[src/rtl/pes_pkg.sv]
package pes_pkg;

  localparam int FREQ_W       = 16;
  localparam int SQ_W         = 2 * FREQ_W;
  localparam int SUM_W        = 37;
  localparam int ROOT_W       = (SUM_W + 1) / 2;
  localparam int SQRT_STEPS   = ROOT_W;
  localparam int SCORE_W      = 21;
  localparam int MAX_ELEMENTS = 20;
  localparam int CNT_W        = $clog2(MAX_ELEMENTS + 1);
  localparam int Q_DEPTH      = 2;
  localparam int Q_PTR_W      = $clog2(Q_DEPTH);
  localparam int Q_CNT_W      = $clog2(Q_DEPTH + 1);
  localparam int PADDR_W      = 3;
  localparam int PDATA_W      = 32;

  localparam logic [SUM_W-1:0]   SUM_MAX      = {SUM_W{1'b1}};
  localparam logic [SCORE_W-1:0] OFFSET_RESET = SCORE_W'(65536);

  // register index carried in paddr[2]
  localparam logic REG_SCORE_OFFSET = 1'b0;

  typedef struct packed {
    logic full;
    logic empty;
  } q_status_t;

endpackage

[src/rtl/pes_front.sv]
module pes_front (
  input  logic                          clk,
  input  logic                          rst,
  input  logic                          in_valid,
  output logic                          in_stall,
  input  logic [pes_pkg::FREQ_W-1:0]    freq_a,
  input  logic [pes_pkg::FREQ_W-1:0]    freq_b,
  input  logic                          last_element,
  input  pes_pkg::q_status_t            q_status,
  output logic                          push,
  output logic [pes_pkg::SUM_W-1:0]     push_data
);

  logic                          advance;
  logic                          s1_valid;
  logic                          s1_last;
  logic [pes_pkg::FREQ_W-1:0]    s1_diff;
  logic                          s2_valid;
  logic                          s2_last;
  logic [pes_pkg::SQ_W-1:0]      s2_sq;
  logic [pes_pkg::SUM_W-1:0]     square_sum;
  logic [pes_pkg::SUM_W-1:0]     square_sum_next;
  logic [pes_pkg::CNT_W-1:0]     element_count;
  logic [pes_pkg::CNT_W-1:0]     element_count_next;
  logic [pes_pkg::SUM_W:0]       sum_add;

  // a column end can only leave when the queue has room
  assign advance  = !(s2_valid && s2_last && q_status.full);
  assign in_stall = !advance;

  assign sum_add = {1'b0, square_sum} + (pes_pkg::SUM_W + 1)'(s2_sq);

  always_comb begin
    if (element_count >= pes_pkg::CNT_W'(pes_pkg::MAX_ELEMENTS)) begin
      square_sum_next    = pes_pkg::SUM_MAX;
      element_count_next = pes_pkg::CNT_W'(pes_pkg::MAX_ELEMENTS);
    end else begin
      square_sum_next    = sum_add[pes_pkg::SUM_W] ? pes_pkg::SUM_MAX
                                                   : sum_add[pes_pkg::SUM_W-1:0];
      element_count_next = element_count + pes_pkg::CNT_W'(1);
    end
  end

  assign push      = advance && s2_valid && s2_last;
  assign push_data = square_sum_next;

  always_ff @(posedge clk) begin
    if (rst) begin
      s1_valid      <= 1'b0;
      s2_valid      <= 1'b0;
      square_sum    <= '0;
      element_count <= '0;
    end else if (advance) begin
      s1_valid <= in_valid;
      s2_valid <= s1_valid;
      if (s2_valid) begin
        if (s2_last) begin
          square_sum    <= '0;
          element_count <= '0;
        end else begin
          square_sum    <= square_sum_next;
          element_count <= element_count_next;
        end
      end
    end
  end

  always_ff @(posedge clk) begin
    if (advance) begin
      s1_last <= last_element;
      s1_diff <= (freq_a >= freq_b) ? (freq_a - freq_b) : (freq_b - freq_a);
      s2_last <= s1_last;
      s2_sq   <= s1_diff * s1_diff;
    end
  end

endmodule

[src/rtl/pes_queue.sv]
module pes_queue (
  input  logic                          clk,
  input  logic                          rst,
  input  logic                          push,
  input  logic [pes_pkg::SUM_W-1:0]     push_data,
  input  logic                          pop,
  output logic [pes_pkg::SUM_W-1:0]     pop_data,
  output pes_pkg::q_status_t            status
);

  logic [pes_pkg::SUM_W-1:0]   entries [pes_pkg::Q_DEPTH];
  logic [pes_pkg::Q_PTR_W-1:0] wr_ptr;
  logic [pes_pkg::Q_PTR_W-1:0] rd_ptr;
  logic [pes_pkg::Q_CNT_W-1:0] fill;

  assign status.full  = (fill == pes_pkg::Q_CNT_W'(pes_pkg::Q_DEPTH));
  assign status.empty = (fill == '0);
  assign pop_data     = entries[rd_ptr];

  always_ff @(posedge clk) begin
    if (rst) begin
      wr_ptr <= '0;
      rd_ptr <= '0;
      fill   <= '0;
    end else begin
      if (push) begin
        wr_ptr <= wr_ptr + pes_pkg::Q_PTR_W'(1);
      end
      if (pop) begin
        rd_ptr <= rd_ptr + pes_pkg::Q_PTR_W'(1);
      end
      if (push && !pop) begin
        fill <= fill + pes_pkg::Q_CNT_W'(1);
      end else if (pop && !push) begin
        fill <= fill - pes_pkg::Q_CNT_W'(1);
      end
    end
  end

  always_ff @(posedge clk) begin
    if (push) begin
      entries[wr_ptr] <= push_data;
    end
  end

endmodule

[src/rtl/pes_back.sv]
module pes_back (
  input  logic                                clk,
  input  logic                                rst,
  input  pes_pkg::q_status_t                  q_status,
  output logic                                pop,
  input  logic [pes_pkg::SUM_W-1:0]           pop_data,
  input  logic signed [pes_pkg::SCORE_W-1:0]  score_offset,
  output logic                                out_valid,
  input  logic                                out_stall,
  output logic signed [pes_pkg::SCORE_W-1:0]  score
);

  localparam int DIFF_W = pes_pkg::SCORE_W + 2;

  typedef enum logic [1:0] {
    S_IDLE,
    S_RUN,
    S_DONE
  } state_t;

  state_t                        state;
  logic [pes_pkg::SUM_W-1:0]     rem;
  logic [pes_pkg::SUM_W:0]       root;
  logic [pes_pkg::SUM_W-1:0]     bit_pos;
  logic [pes_pkg::SUM_W:0]       trial;
  logic                          take;
  logic signed [DIFF_W-1:0]      diff;
  logic signed [pes_pkg::SCORE_W-1:0] score_next;
  logic                          out_free;

  assign pop      = (state == S_IDLE) && !q_status.empty;
  assign trial    = root + (pes_pkg::SUM_W + 1)'(bit_pos);
  assign take     = ({1'b0, rem} >= trial);
  assign out_free = !out_valid || !out_stall;

  assign diff = DIFF_W'(score_offset)
              - $signed({{(DIFF_W - pes_pkg::ROOT_W){1'b0}}, root[pes_pkg::ROOT_W-1:0]});

  always_comb begin
    if (diff[DIFF_W-1:pes_pkg::SCORE_W-1] == '0 ||
        diff[DIFF_W-1:pes_pkg::SCORE_W-1] == '1) begin
      score_next = diff[pes_pkg::SCORE_W-1:0];
    end else if (diff[DIFF_W-1]) begin
      score_next = {1'b1, {(pes_pkg::SCORE_W - 1){1'b0}}};
    end else begin
      score_next = {1'b0, {(pes_pkg::SCORE_W - 1){1'b1}}};
    end
  end

  always_ff @(posedge clk) begin
    if (rst) begin
      state     <= S_IDLE;
      out_valid <= 1'b0;
    end else begin
      if (state == S_DONE && out_free) begin
        out_valid <= 1'b1;
      end else if (out_valid && !out_stall) begin
        out_valid <= 1'b0;
      end
      case (state)
        S_IDLE: begin
          if (pop) begin
            state <= S_RUN;
          end
        end
        S_RUN: begin
          // one result bit per cycle, bit_pos walks down by powers of four
          if (bit_pos[0]) begin
            state <= S_DONE;
          end
        end
        S_DONE: begin
          if (out_free) begin
            state <= S_IDLE;
          end
        end
        default: begin
          state <= S_IDLE;
        end
      endcase
    end
  end

  always_ff @(posedge clk) begin
    case (state)
      S_IDLE: begin
        rem     <= pop_data;
        root    <= '0;
        bit_pos <= pes_pkg::SUM_W'(1) << (2 * (pes_pkg::SQRT_STEPS - 1));
      end
      S_RUN: begin
        if (take) begin
          rem  <= rem - trial[pes_pkg::SUM_W-1:0];
          root <= (root >> 1) + (pes_pkg::SUM_W + 1)'(bit_pos);
        end else begin
          root <= root >> 1;
        end
        bit_pos <= bit_pos >> 2;
      end
      S_DONE: begin
        if (out_free) begin
          score <= score_next;
        end
      end
      default: begin
      end
    endcase
  end

endmodule

[src/rtl/profile_euclidean_score.sv]
// Euclidean-distance score of two profile columns. Frequency pairs stream in
// one beat per clock while in_stall is low; each pair is differenced, squared
// and added into a saturating 37-bit sum over a three-stage front end.
// The beat flagged last_element closes the column: its sum goes into a
// two-entry queue and the accumulator restarts. Behind the queue an iterative
// square-root unit loads a column's sum from the queue while idle, forms one
// root bit per cycle, then writes the output register and raises out_valid;
// it pops the next column only after that. Columns of 21 or more beats
// stream without stalling while the output is not stalled; shorter ones see
// in_stall when the queue fills. score = score_offset - isqrt(sum), saturated
// to 21 bits, signed Q.16. More than MAX_ELEMENTS beats in one column force
// the sum to its maximum.
module profile_euclidean_score (
  input  logic                                clk,
  input  logic                                rst,
  input  logic                                in_valid,
  output logic                                in_stall,
  input  logic [pes_pkg::FREQ_W-1:0]          freq_a,
  input  logic [pes_pkg::FREQ_W-1:0]          freq_b,
  input  logic                                last_element,
  output logic                                out_valid,
  input  logic                                out_stall,
  output logic signed [pes_pkg::SCORE_W-1:0]  score,
  input  logic                                psel,
  input  logic                                penable,
  input  logic                                pwrite,
  input  logic [pes_pkg::PADDR_W-1:0]         paddr,
  input  logic [pes_pkg::PDATA_W-1:0]         pwdata,
  output logic [pes_pkg::PDATA_W-1:0]         prdata,
  output logic                                pready
);

  logic signed [pes_pkg::SCORE_W-1:0] score_offset;
  pes_pkg::q_status_t                 q_status;
  logic                               push;
  logic [pes_pkg::SUM_W-1:0]          push_data;
  logic                               pop;
  logic [pes_pkg::SUM_W-1:0]          pop_data;

  assign pready = 1'b1;
  assign prdata = (paddr[2] == pes_pkg::REG_SCORE_OFFSET)
                ? pes_pkg::PDATA_W'(score_offset) : '0;

  always_ff @(posedge clk) begin
    if (rst) begin
      score_offset <= pes_pkg::OFFSET_RESET;
    end else if (psel && penable && pwrite && pready &&
                 paddr[2] == pes_pkg::REG_SCORE_OFFSET) begin
      score_offset <= pwdata[pes_pkg::SCORE_W-1:0];
    end
  end

  pes_front u_front (
    .clk          (clk),
    .rst          (rst),
    .in_valid     (in_valid),
    .in_stall     (in_stall),
    .freq_a       (freq_a),
    .freq_b       (freq_b),
    .last_element (last_element),
    .q_status     (q_status),
    .push         (push),
    .push_data    (push_data)
  );

  pes_queue u_queue (
    .clk       (clk),
    .rst       (rst),
    .push      (push),
    .push_data (push_data),
    .pop       (pop),
    .pop_data  (pop_data),
    .status    (q_status)
  );

  pes_back u_back (
    .clk          (clk),
    .rst          (rst),
    .q_status     (q_status),
    .pop          (pop),
    .pop_data     (pop_data),
    .score_offset (score_offset),
    .out_valid    (out_valid),
    .out_stall    (out_stall),
    .score        (score)
  );

endmodule
[config.mk]
export PLATFORM = sky130hd
export DESIGN_NAME = profile_euclidean_score
export DESIGN_NICKNAME = d
export VERILOG_FILES = /design/src/rtl/pes_pkg.sv /design/src/rtl/pes_front.sv /design/src/rtl/pes_queue.sv /design/src/rtl/pes_back.sv /design/src/rtl/profile_euclidean_score.sv
export SDC_FILE = /design/constraint.sdc
export NUM_CORES = 1
export LEC_CHECK = 0
export BUFFER_PORTS_ARGS = -buffer_cell sky130_fd_sc_hd__buf_2
export CORE_UTILIZATION = 30
export DETAILED_ROUTE_END_ITERATION = 7
export GPL_TIMING_DRIVEN = 0
export PLACE_DENSITY_LB_ADDON = 0.12
export SETUP_SLACK_MARGIN = 0.2
export SYNTH_ARGS = -nofsm -noshare
export SYNTH_HDL_FRONTEND = slang
export SYNTH_HIERARCHICAL = 1
export SYNTH_SLANG_ARGS = --single-unit
[constraint.sdc]
create_clock -name clk -period 10.9 [get_ports clk]
set_clock_uncertainty 0.15 [all_clocks]
set_input_delay 0.545 -clock clk [delete_from_list [all_inputs] [get_ports clk]]
set_output_delay 0.545 -clock clk [all_outputs]
set_load 0.03 [all_outputs]
==> run metrics <==
CTS Buf Count 44; P&R area growth vs syn 13.3%; post-route cell area 31800 um2; Core Area 92200 um2; Hold Crit Class in -> reg; CTS sink cnt 311; Synth area leaders edfxtp_1 (25%), fa_1 (12%), ha_1 (12%); Crit Path Max Fanout 10; CTS max path bufs 3; Net Count, Synth 3435; Seq/Total Area, Yosys 0.306; top cells by count, synth inv_1 (348), ha_1 (261), nand2_1 (260), edfxtp_1 (238), nor2_1 (171); warnings from Yosys 6; row cnt 111; Placed Area 30400 um2; post-synth cell types 100; area leader, netlist edfxtp_1; PortBufs 116; Syn Inst Count 2929; FF-to-FF Start u_front/s1_diff[4]; GR Util All Layers 0.163; layout cell share with drive strength beyond 1 0.111; Avg Inst Size Synth 9.59 um2; Slew Limit Headroom 0.373; Max Cap Viol 0; Max Clock Freq 0.133 GHz; Main synth FF type edfxtp_1; Post-Syn Area 28100 um2; RSZ-0062 raised after global routing no; Critical Path RT 11.11 ns; worst setup path class reg -> reg; EDFF count, synth 238; hold_buf cts 1; total gr overflow 0; Reg2Reg Depth 22; vias in the first global route 22700; count of final hold-check violations 0; Detail Route Antenna Nets 0; arrival time worst endpoint 7.76 ns; Die Y 308 um; Reg2Reg Setup Slack 3.36 ns; DR WL/cell 17.6 um; Synth async-reset ratio 0; WL final 76.9 mm; Antenna diodes 0; post-synth top area share 0.254; DRC Markers 0; Post-CTS Setup Inserts 0; Root Buffer clkbuf_16; Worst-Skew Late Latency 0.60 ns; Die X 308 um; die area 94900 um2; Initial Util 0.305; critical path startpoint u_front/s1_diff[4]; # resized after CTS 0; GP Congestion 0.870; dpl hpwl 61.4 mm; H-tree depth reported by CTS 2; Final period util 0.692; Final setup viols 0; fin crit period 7.54 ns; Synth Register Bits 311; DRT iter0 DRCs 996; I/O Pins 131; Critical Path Sink Type flop; via/cell ratio 4.89; Critical Path Start Type flop; reg-to-reg endpoint u_front/s2_sq[31]; via count 21400; slew at the pin closest to its max-slew limit 0.916 ns; Worst-path clk slew 0.07 ns; Fin Setup TNS 0 ns; CTS tree done; status completed; first-pass iteration count of the detailed router 5; most common cell in the netlist inv_1; initial antenna violation count 0; Final Net Count 3603; max-slew violations 0; global-route wire length before repair 123 mm; crit path to u_front/s2_sq[31]; largest net degree at the start of global routing 53
cells by family (layout without fill, tap and decap cells):
kind of cell	Yosys count	count (layout)	share of synthesized area
xor+xnor	175	175	0.0546
other cells	1	1	0.000134
fa+ha+maj	431	431	0.237
flops	311	311	0.306
simple gates	802	802	0.139
mux	75	75	0.0286
compound gates	670	670	0.161
buf+inv	464	668	0.0729
metrics by stage:
| stage | hold slack [ns] | std cells | setup WS (ns) | utilization |
|---|---|---|---|---|
| 3_5_place_dp | 0.262 | 4293 | 3.34 | 0.329 |
| 3_3_place_gp | 0.260 | 4288 | 1.24 | 0.328 |
| 2_1_floorplan | 0.250 | 2929 | 4.12 | - |
| 4_1_cts | 0.0206 | 4376 | 3.31 | 0.345 |
| 5_1_grt | 0.0476 | 4376 | 2.98 | 0.345 |
| 6_report | 0.0596 | 4376 | 3.36 | 0.345 |
placed cells by master, fill, tap and decap left out, types with 67 or more instances in the layout:
cell / count
nand2_1: 260
a21oi_1: 161
buf_2: 131
dfxtp_1: 73
nor2_1: 171
o21ai_0: 116
xor2_1: 71
edfxtp_1: 238
inv_1: 347
a21o_1: 67
ha_1: 261
xnor2_1: 104
fa_1: 170
critical path, cell delays in order (launching register included):
cell,delay (ns)
edfxtp_1,0.38
clkbuf_1,0.43
clkbuf_1,0.54
nand2_1,0.16
fa_1,0.63
inv_1,0.07
fa_1,0.40
fa_1,0.44
fa_1,0.51
fa_1,0.54
inv_1,0.05
fa_1,0.52
inv_1,0.04
ha_1,0.36
a21o_1,0.19
a21o_1,0.17
a221oi_1,0.37
nor2_1,0.08
a211oi_1,0.21
o21ai_0,0.21
a31oi_1,0.48
nor2_1,0.10
a311oi_1,0.29
flip-flops by register name, indices dropped and copies added, names as in the netlist, 2 cells and up, named ones only:
name / flops
u_front/element_count: 5
score_offset: 21
u_back/score: 21
u_front/square_sum: 37
u_back/state: 2
u_front/s1_diff: 16
u_back/root: 38
u_front/s2_sq: 31
u_back/bit_pos: 19
u_queue/entries: 74
u_queue/fill: 2
u_back/rem: 37
worst min-delay path by stage:
stage                    start         endpoint  cells past startpoint
4_1_cts              pwdata[4]  score_offset[4]                      3
2_1_floorplan  u_front/s1_last  u_front/s2_last                      0
5_1_grt              pwdata[4]  score_offset[4]                      3
3_5_place_dp   u_front/s1_last  u_front/s2_last                      0
6_report             pwdata[4]  score_offset[4]                      3
3_3_place_gp   u_front/s1_last  u_front/s2_last                      0
area by class of cell:
type / instances / area (um2)
fillers: 9527 / 60400
multi-input cells: 2154 / 17500
flip-flops and latches: 311 / 8610
well taps: 1243 / 1560
inverters: 349 / 1310
clock buffers: 61 / 1260
plain buffers: 115 / 738
repair buffers: 122 / 682
clock inverters: 21 / 200
routing by layer:
layer | up-vias | GRT usage | wire length (um)
li1 | 10500 | - | -
met1 | 10300 | 0.187 | 32000
met2 | 418 | 0.313 | 40200
met3 | 125 | 0.0164 | 2430
met4 | 0 | 0.0533 | 2260
met5 | - | 0 | 0
Power is not shown: default switching activity piles up to over one toggle a cycle in this logic, so the estimate is an artifact.
